**config.mk**
```make
export PLATFORM = sky130hd
export DESIGN_NAME = smoothed_hysteresis_level_quantizer
export DESIGN_NICKNAME = d
export VERILOG_FILES = /design/src/design/shqz_pkg.sv /design/src/design/shqz_div.sv /design/src/design/shqz_level.sv /design/src/design/smoothed_hysteresis_level_quantizer.sv
export SDC_FILE = /design/constraint.sdc
export NUM_CORES = 2
export LEC_CHECK = 0
export ABC_AREA = 1
export BUFFER_PORTS_ARGS = -buffer_cell sky130_fd_sc_hd__buf_2
export CAP_MARGIN = 15
export CORE_MARGIN = 2
export CORE_UTILIZATION = 55
export CTS_CLUSTER_SIZE = 25
export DETAILED_ROUTE_END_ITERATION = 10
export GPL_TIMING_DRIVEN = 0
export MAX_ROUTING_LAYER = met4
export PLACE_DENSITY = 0.74
export SLEW_MARGIN = 30
export SYNTH_ARGS = -nofsm -noshare
export SYNTH_HDL_FRONTEND = slang
export SYNTH_SLANG_ARGS = --single-unit
```
**constraint.sdc**
```tcl
create_clock -name clk -period 7.6 [get_ports clk]
set_input_delay 1.14 -clock clk [delete_from_list [all_inputs] [get_ports clk]]
set_output_delay 1.14 -clock clk [all_outputs]
set_load 0.005 [all_outputs]
```
**src/design/shqz_pkg.sv**
```systemverilog
package shqz_pkg;

    // Field and datapath widths
    localparam int SAMPLE_W = 16;
    localparam int ACC_W    = 32;
    localparam int DIVR_W   = 16;
    localparam int INNER_W  = 8;
    localparam int LEVEL_W  = 9;
    localparam int CFG_IDX_W = 3;

    // Register indexes of the configuration port
    localparam logic [CFG_IDX_W-1:0] REG_INITIAL = 3'd0;
    localparam logic [CFG_IDX_W-1:0] REG_TOP     = 3'd1;
    localparam logic [CFG_IDX_W-1:0] REG_BOTTOM  = 3'd2;
    localparam logic [CFG_IDX_W-1:0] REG_WINDOW  = 3'd3;
    localparam logic [CFG_IDX_W-1:0] REG_INNER   = 3'd4;
    localparam logic [CFG_IDX_W-1:0] REG_GAP     = 3'd5;

    // Input opcodes
    localparam logic OP_SAMPLE  = 1'b0;
    localparam logic OP_RESTART = 1'b1;

    // Request to the shared serial divider
    typedef struct packed {
        logic              start;
        logic [ACC_W-1:0]  dividend;
        logic [DIVR_W-1:0] divisor;
    } div_req_t;

    // Status from the shared serial divider
    typedef struct packed {
        logic             busy;
        logic             done;
        logic [ACC_W-1:0] quotient;
    } div_stat_t;

    // Band limits seen by the level decision
    typedef struct packed {
        logic [SAMPLE_W-1:0] top;
        logic [SAMPLE_W-1:0] bottom;
        logic [SAMPLE_W-1:0] gap;
        logic [SAMPLE_W-1:0] band;
        logic [LEVEL_W-1:0]  top_level;
    } band_cfg_t;

endpackage

```
**src/design/shqz_div.sv**
```systemverilog
module shqz_div (
    input  logic              clk,
    input  logic              rst_n,
    input  shqz_pkg::div_req_t  req,
    output shqz_pkg::div_stat_t stat
);
    import shqz_pkg::*;

    localparam int CNT_W = $clog2(ACC_W);
    localparam logic [CNT_W-1:0] LAST = CNT_W'(ACC_W - 1);

    logic [ACC_W-1:0]  quot_reg;
    logic [DIVR_W-1:0] rem_reg;
    logic [DIVR_W-1:0] divisor_reg;
    logic [CNT_W-1:0]  cnt_reg;
    logic              busy_reg;
    logic              done_reg;

    logic [DIVR_W:0]   rem_shift;
    logic [DIVR_W:0]   rem_diff;
    logic              fits;

    // One restoring step: shift in the next dividend bit, subtract if it fits
    always_comb
    begin
        rem_shift = {rem_reg, quot_reg[ACC_W-1]};
        rem_diff  = rem_shift - {1'b0, divisor_reg};
        fits      = (rem_shift >= {1'b0, divisor_reg});
    end

    // Control: load on start, step while busy, pulse done after the last bit
    always_ff @(posedge clk or negedge rst_n)
    begin
        if (!rst_n)
        begin
            busy_reg <= 1'b0;
            done_reg <= 1'b0;
            cnt_reg  <= '0;
        end
        else
        begin
            done_reg <= busy_reg && (cnt_reg == LAST) && !req.start;
            if (req.start)
            begin
                busy_reg <= 1'b1;
                cnt_reg  <= '0;
            end
            else if (busy_reg)
            begin
                cnt_reg <= cnt_reg + 1'b1;
                if (cnt_reg == LAST)
                begin
                    busy_reg <= 1'b0;
                end
            end
        end
    end

    // Datapath: quotient bits enter from the right as dividend bits leave
    always_ff @(posedge clk)
    begin
        if (req.start)
        begin
            quot_reg    <= req.dividend;
            rem_reg     <= '0;
            divisor_reg <= req.divisor;
        end
        else if (busy_reg)
        begin
            quot_reg <= {quot_reg[ACC_W-2:0], fits};
            rem_reg  <= fits ? rem_diff[DIVR_W-1:0] : rem_shift[DIVR_W-1:0];
        end
    end

    assign stat.busy     = busy_reg;
    assign stat.done     = done_reg;
    assign stat.quotient = quot_reg;

endmodule

```
**src/design/shqz_level.sv**
```systemverilog
module shqz_level (
    input  logic                              clk,
    input  logic                              mul_en,
    input  logic [shqz_pkg::LEVEL_W-1:0]      level,
    input  logic [shqz_pkg::SAMPLE_W-1:0]     smooth,
    input  shqz_pkg::band_cfg_t               bands,
    output logic [shqz_pkg::LEVEL_W-1:0]      level_next
);
    import shqz_pkg::*;

    localparam int PROD_W = LEVEL_W + SAMPLE_W;
    localparam int CMP_W  = PROD_W + 2;

    logic [PROD_W-1:0] prod_reg;
    logic [LEVEL_W-1:0] level_m1;
    logic [CMP_W-1:0]  lo_edge;
    logic [CMP_W-1:0]  hi_edge;
    logic [CMP_W-1:0]  smooth_w;
    logic [CMP_W-1:0]  smooth_gap;
    logic [CMP_W-1:0]  top_w;
    logic [CMP_W-1:0]  bot_gap;

    // Register the offset of the current band's lower edge
    assign level_m1 = level - 1'b1;

    always_ff @(posedge clk)
    begin
        if (mul_en)
        begin
            prod_reg <= level_m1 * bands.band;
        end
    end

    // Band edges and the smoothed value, all zero-extended so nothing wraps
    always_comb
    begin
        smooth_w   = CMP_W'(smooth);
        smooth_gap = CMP_W'(smooth) + CMP_W'(bands.gap);
        top_w      = CMP_W'(bands.top);
        bot_gap    = CMP_W'(bands.bottom) + CMP_W'(bands.gap);
        lo_edge    = CMP_W'(bands.bottom) + CMP_W'(prod_reg);
        hi_edge    = lo_edge + CMP_W'(bands.band) + CMP_W'(bands.gap);
    end

    // Move at most one step; a level at or above the top band acts as top
    always_comb
    begin
        level_next = level;
        if (level >= bands.top_level)
        begin
            if (smooth_gap < top_w)
            begin
                level_next = level - 1'b1;
            end
        end
        else if (level == '0)
        begin
            if (smooth_w > bot_gap)
            begin
                level_next = level + 1'b1;
            end
        end
        else
        begin
            if (smooth_gap < lo_edge)
            begin
                level_next = level - 1'b1;
            end
            else if (smooth_w > hi_edge)
            begin
                level_next = level + 1'b1;
            end
        end
    end

endmodule

```
**src/design/smoothed_hysteresis_level_quantizer.sv**
```systemverilog
// Smoothed hysteresis level quantizer. Each sample item updates a running-sum
// accumulator (accum -= accum/N, accum += sample), takes the smoothed value
// accum/N (saturated to 16 bits) and moves the level index at most one step,
// with gap_width of hysteresis beyond each band edge. A restart item loads
// accum = initial_level*N, puts the level on the top band and latches the
// inner band width (top-bottom)/inner_step_count. Every item returns one
// level_index. Both divisions go through one shared restoring divider that
// resolves one quotient bit per cycle. The input is stalled while an item
// is at work; a finished result waits in the output register, so the next
// item may be taken before it is collected.
module smoothed_hysteresis_level_quantizer (
    input  logic                                clk,
    input  logic                                rst_n,
    input  logic                                cfg_we,
    input  logic [shqz_pkg::CFG_IDX_W-1:0]      cfg_index,
    input  logic [shqz_pkg::SAMPLE_W-1:0]       cfg_data,
    input  logic                                in_valid,
    output logic                                in_stall,
    input  logic                                opcode,
    input  logic [shqz_pkg::SAMPLE_W-1:0]       sample_value,
    output logic                                out_valid,
    input  logic                                out_stall,
    output logic [shqz_pkg::LEVEL_W-1:0]        level_index
);
    import shqz_pkg::*;

    typedef enum logic [2:0] {
        S_IDLE,
        S_DIV1,
        S_DIV2,
        S_MUL,
        S_CMP,
        S_RWAIT,
        S_OUT
    } state_t;

    state_t state_reg;

    // Configuration registers
    logic [SAMPLE_W-1:0] initial_reg;
    logic [SAMPLE_W-1:0] top_reg;
    logic [SAMPLE_W-1:0] bottom_reg;
    logic [SAMPLE_W-1:0] window_reg;
    logic [INNER_W-1:0]  inner_reg;
    logic [SAMPLE_W-1:0] gap_reg;

    // Block state
    logic [ACC_W-1:0]    accum_reg;
    logic [LEVEL_W-1:0]  level_reg;
    logic [SAMPLE_W-1:0] band_reg;
    logic [SAMPLE_W-1:0] sample_reg;
    logic [SAMPLE_W-1:0] smooth_reg;
    logic                out_valid_reg;
    logic [LEVEL_W-1:0]  level_index_reg;

    logic [SAMPLE_W-1:0] n_eff;
    logic [INNER_W-1:0]  inner_eff;
    logic [LEVEL_W-1:0]  top_level;
    logic [ACC_W:0]      accum_sum;
    logic [ACC_W-1:0]    accum_next;
    logic [SAMPLE_W-1:0] smooth_next;
    logic [LEVEL_W-1:0]  level_next;
    logic                accept;
    logic                mul_en;

    div_req_t  div_req;
    div_stat_t div_stat;
    band_cfg_t bands;

    assign n_eff     = (window_reg == '0) ? SAMPLE_W'(1) : window_reg;
    assign inner_eff = (inner_reg == '0) ? INNER_W'(1) : inner_reg;
    assign top_level = LEVEL_W'(inner_eff) + 1'b1;
    assign accept    = in_valid && !in_stall;
    assign mul_en    = (state_reg == S_MUL);

    // Subtract accum/N, add the sample, saturate at 32 bits
    always_comb
    begin
        accum_sum  = {1'b0, accum_reg} - {1'b0, div_stat.quotient}
                     + (ACC_W + 1)'(sample_reg);
        accum_next = accum_sum[ACC_W] ? {ACC_W{1'b1}} : accum_sum[ACC_W-1:0];
        smooth_next = (|div_stat.quotient[ACC_W-1:SAMPLE_W]) ? {SAMPLE_W{1'b1}}
                      : div_stat.quotient[SAMPLE_W-1:0];
    end

    // Drive the shared divider from the sequencer
    always_comb
    begin
        div_req.start    = 1'b0;
        div_req.dividend = accum_reg;
        div_req.divisor  = n_eff;
        case (state_reg)
            S_IDLE:
            begin
                if (accept)
                begin
                    div_req.start = 1'b1;
                    if (opcode == OP_RESTART)
                    begin
                        div_req.dividend = (top_reg >= bottom_reg)
                                           ? ACC_W'(top_reg - bottom_reg) : '0;
                        div_req.divisor  = DIVR_W'(inner_eff);
                    end
                end
            end
            S_DIV1:
            begin
                div_req.start    = div_stat.done;
                div_req.dividend = accum_next;
            end
            default:
            begin
                div_req.start = 1'b0;
            end
        endcase
    end

    shqz_div u_div (
        .clk   (clk),
        .rst_n (rst_n),
        .req   (div_req),
        .stat  (div_stat)
    );

    assign bands.top       = top_reg;
    assign bands.bottom    = bottom_reg;
    assign bands.gap       = gap_reg;
    assign bands.band      = band_reg;
    assign bands.top_level = top_level;

    shqz_level u_level (
        .clk        (clk),
        .mul_en     (mul_en),
        .level      (level_reg),
        .smooth     (smooth_reg),
        .bands      (bands),
        .level_next (level_next)
    );

    // Take configuration writes; indexes beyond the list are dropped
    always_ff @(posedge clk or negedge rst_n)
    begin
        if (!rst_n)
        begin
            initial_reg <= '0;
            top_reg     <= {SAMPLE_W{1'b1}};
            bottom_reg  <= '0;
            window_reg  <= SAMPLE_W'(8);
            inner_reg   <= INNER_W'(4);
            gap_reg     <= '0;
        end
        else if (cfg_we)
        begin
            case (cfg_index)
                REG_INITIAL: initial_reg <= cfg_data;
                REG_TOP:     top_reg     <= cfg_data;
                REG_BOTTOM:  bottom_reg  <= cfg_data;
                REG_WINDOW:  window_reg  <= cfg_data;
                REG_INNER:   inner_reg   <= cfg_data[INNER_W-1:0];
                REG_GAP:     gap_reg     <= cfg_data;
                default:     ;
            endcase
        end
    end

    // Payload captures
    always_ff @(posedge clk)
    begin
        if (accept)
        begin
            sample_reg <= sample_value;
        end
        if ((state_reg == S_DIV2) && div_stat.done)
        begin
            smooth_reg <= smooth_next;
        end
    end

    // Sequencer with state and the output register
    always_ff @(posedge clk or negedge rst_n)
    begin
        if (!rst_n)
        begin
            state_reg       <= S_IDLE;
            accum_reg       <= '0;
            level_reg       <= '0;
            band_reg        <= '0;
            out_valid_reg   <= 1'b0;
            level_index_reg <= '0;
        end
        else
        begin
            // Drop the result once it is taken; a finishing item reloads it instead
            if (out_valid_reg && !out_stall && (state_reg != S_OUT))
            begin
                out_valid_reg <= 1'b0;
            end
            case (state_reg)
                S_IDLE:
                begin
                    if (accept)
                    begin
                        if (opcode == OP_RESTART)
                        begin
                            accum_reg <= ACC_W'(initial_reg) * ACC_W'(n_eff);
                            level_reg <= top_level;
                            state_reg <= S_RWAIT;
                        end
                        else
                        begin
                            state_reg <= S_DIV1;
                        end
                    end
                end
                S_DIV1:
                begin
                    if (div_stat.done)
                    begin
                        accum_reg <= accum_next;
                        state_reg <= S_DIV2;
                    end
                end
                S_DIV2:
                begin
                    if (div_stat.done)
                    begin
                        state_reg <= S_MUL;
                    end
                end
                S_MUL:
                begin
                    state_reg <= S_CMP;
                end
                S_CMP:
                begin
                    level_reg <= level_next;
                    state_reg <= S_OUT;
                end
                S_RWAIT:
                begin
                    if (div_stat.done)
                    begin
                        band_reg  <= div_stat.quotient[SAMPLE_W-1:0];
                        state_reg <= S_OUT;
                    end
                end
                S_OUT:
                begin
                    // Hold until the output register is free
                    if (!out_valid_reg || !out_stall)
                    begin
                        out_valid_reg   <= 1'b1;
                        level_index_reg <= level_reg;
                        state_reg       <= S_IDLE;
                    end
                end
                default:
                begin
                    state_reg <= S_IDLE;
                end
            endcase
        end
    end

    assign in_stall    = (state_reg != S_IDLE);
    assign out_valid   = out_valid_reg;
    assign level_index = level_index_reg;

    // An accepted item closes the input until its work is done
    a_busy_after_accept: assert property (@(posedge clk) disable iff (!rst_n)
        accept |=> in_stall)
        else $error("input not stalled after an item was accepted");

    // The divider only finishes while the sequencer waits for it
    a_done_in_wait: assert property (@(posedge clk) disable iff (!rst_n)
        div_stat.done |-> (state_reg == S_DIV1 || state_reg == S_DIV2
                           || state_reg == S_RWAIT))
        else $error("divider finished outside a wait state");

    // The divider is quiet whenever the block is idle
    a_idle_quiet: assert property (@(posedge clk) disable iff (!rst_n)
        (state_reg == S_IDLE) |-> !div_stat.busy)
        else $error("divider busy while the block is idle");

    // A new result is loaded only from the output state
    a_result_source: assert property (@(posedge clk) disable iff (!rst_n)
        $rose(out_valid_reg) |-> $past(state_reg) == S_OUT)
        else $error("result appeared without finishing an item");

endmodule
```
==> impl_metrics.py <==
metrics = {
    "outcome": {
        "status": "finished, final reports clean",
    },
    "clocking": {
        "post_cts_buffers": 0,
        "cts_sinks": 286,
        "clock_latency_ps": 560,
        "h-tree-depth": 2,
        "clk_pin_slew_ps": 70,
        "ctsRootBufferMaster": "clkbuf_16",
        "cts-buffers-inserted": 34,
        "cts_tree": "built",
        "clock_path_buffers": 3,
    },
    "logic_synthesis": {
        "ys_ff_latch": 286,
        "synth_common_cells": "1,100 x nand2_1, 935 x inv_1, 371 x ha_1",
        "synth_edf_count": 105,
        "synth_area_um2": 35000,
        "synthArstFlopShare_pct": 57.7,
        "yosysTopAreaCell": "fa_1",
        "synth_cell_type_count": 64,
        "synth_warnings": 0,
        "yosysMostFrequentCell": "nand2_1",
        "netlist_instances": 4575,
        "synth_area_leaders": "fa_1 19%, ha_1 13%, nand2_1 12%",
        "synth_ff_type": "dfrtp_1",
        "synth_fp_nets": 5318,
        "synth.avg_cell_area_um2": 7.65,
        "synth_seq_area_share_pct": 21.8,
        "synth_top_area_share_pct": 18.9,
    },
    "drt": {
        "viasPerCell": 5.55,
        "ant_nets": 0,
        "vias": 30700,
        "first_pass_iters": 6,
        "drt-total-wl_mm": 104,
        "first_iter_violations": 3003,
        "routedWlPerCell_um": 18.9,
        "drc_errors": 0,
    },
    "floorplanning": {
        "die_h_um": 256,
        "start_util_pct": 55.6,
        "io_pins": 52,
        "core-area_um2": 63000,
        "fp.dieArea_um2": 65700,
        "rows": 92,
        "die_w_um": 256,
    },
    "sta": {
        "fin_crit_sh_pct": 96.0,
        "rsz0062_at_grt": "no",
        "setup_viol": 0,
        "fin_tns_setup_ps": 0,
        "fmax_mhz": 137,
        "relSlewSlack_pct": 41.8,
        "tightest_slew_ps": 872,
        "finalHoldViolCount": 0,
        "clock_skew_ps": 36.5,
        "final_max_slew_viol_count": 0,
        "post-route-min-period_ps": 7290,
    },
    "global_route": {
        "grt_remaining_overflow": 0,
        "grt_first_pass_wirelength_mm": 167,
        "first_global_vias": 30200,
        "grt_use_total_pct": 33.4,
        "grt_max_degree": 89,
        "antenna_found_initial": 2,
    },
    "layout": {
        "area_growth_pct": 7.40,
        "final_nets": 5409,
        "fillCellCount": 5830,
        "drive_gt1_share_pct": 4.48,
    },
    "setup_path": {
        "cp.arrival_ps": 7750,
        "startpoint_type": "flop",
        "crit_type": "reg -> reg",
        "critPathCaptureType": "flop",
        "path_max_fanout": 10,
        "reg2reg_depth": 26,
        "required_ps": 8060,
    },
    "worst_hold_path": {
        "hold_path_class": "in -> async",
    },
    "placed_design": {
        "numPortBuffers": 51,
        "place_congestion": 0.993,
        "hpwl_mm": 86.5,
    },
    "flow_run": {
        "drv_cap": 0,
    },
}
==> cell families after synthesis <==
| family | count (synthesis) | synth area share [%] |
|---|---|---|
| AO/OA/AOI/OAI | 707 | 11.2 |
| buffers and inverters | 1086 | 11.7 |
| adder cells (fa/ha/maj) | 702 | 32.2 |
| XOR/XNOR | 149 | 3.73 |
| AND/OR/NAND/NOR | 1645 | 19.4 |
| flip-flops | 286 | 21.8 |
==> path summary, 6_finish.rpt <==
check	start	slack (ps)	endpoint
hold reg to reg	u_div.rem_reg[11]$_SDFFE_PP0P_	480	u_div.rem_reg[11]$_SDFFE_PP0P_
hold / removal	rst_n	380	level_index[2]$_DFFE_PN0P_
setup reg to reg	initial_reg[1]$_DFFE_PN0P_	310	accum_reg[29]$_DFFE_PN0P_
setup / recovery	initial_reg[1]$_DFFE_PN0P_	310	accum_reg[29]$_DFFE_PN0P_
min in group clk	u_div.rem_reg[11]$_SDFFE_PP0P_	480	u_div.rem_reg[11]$_SDFFE_PP0P_
max in group asynchronous	rst_n	6110	top_reg[15]$_DFFE_PN1P_
==> through the flow <==
step / area [µm²] / std cells / util [%] / hold slack, ps / setup WS (ps)
6_report: 37600 / 5537 / 59.7 / 381 / 307
5_1_grt: 37600 / 5537 / 59.7 / 374 / 3.39
4_1_cts: 37600 / 5539 / 59.7 / 363 / 189
3_5_place_dp: 36500 / 5480 / 57.9 / 459 / 35.6
3_3_place_gp: 36300 / 5472 / 57.7 / 453 / 139
2_1_floorplan: 35000 / 4575 / - / 429 / 1370
==> per-layer routing <==
metal | share of wire (%) | global-route usage (%)
met3 | 11 | 7.89
met5 | 0 | -
met1 | 44 | 46.7
met2 | 42 | 48.8
met4 | 2.8 | 8.40
==> repair_timing <==
action / in CTS / in global routing
endpoints found under the setup margin: 1 / 8
endpoints found under the hold margin: 0 / 0
gates resized for setup: 0 / 3
hold buffers: 0 / 0
gates cloned: 0 / 1
==> layout by cell type, fill, tap and decap left out, types with 34 or more instances in the layout <==
master and count:
a21oi_1 257, buf_2 58, clkbuf_1 108, clkbuf_16 34
dfrtp_1 147, edfxtp_1 105, fa_1 331, ha_1 371
inv_1 935, nand2_1 1100, nand3_1 155, nor2_1 249
o21ai_0 278, xnor2_1 59, xor2_1 90
==> area by class of cell <==
| class | count | area [µm²] | share of cell area (%) |
|---|---|---|---|
| multi-input combinational | 3203 | 23300 | 62.0 |
| sequential | 286 | 7620 | 20.3 |
| inverter | 941 | 3540 | 9.41 |
| tap | 846 | 1060 | 2.82 |
| clock buffer | 45 | 942 | 2.51 |
| buffer | 140 | 543 | 1.44 |
| timing repair buffer | 59 | 385 | 1.02 |
| clock inverter | 15 | 193 | 0.512 |
| timing repair inverter | 1 | 5.00 | 0.0133 |
| antenna | 1 | 2.50 | 0.00666 |
==> worst max-delay path: stages, from the launching register on <==
cell and delay, ps:
dfrtp_1 320, clkbuf_1 500, clkbuf_1 580, nand2_1 170, fa_1 590, fa_1 560, inv_1 50, fa_1 520
fa_1 570, fa_1 570, inv_1 70, fa_1 600, inv_1 60, ha_1 400, nand2_1 140, nor4_1 340
nand4_1 180, nand3_1 220, nand2_1 70, o211ai_1 150, nand2_1 80, nand2_1 90, a21oi_1 60, o21ai_0 100
nand2_1 60, nand2_1 60, nand2_1 50
Power is not shown: default switching activity piles up to over one toggle a cycle in this logic, so the estimate is an artifact.
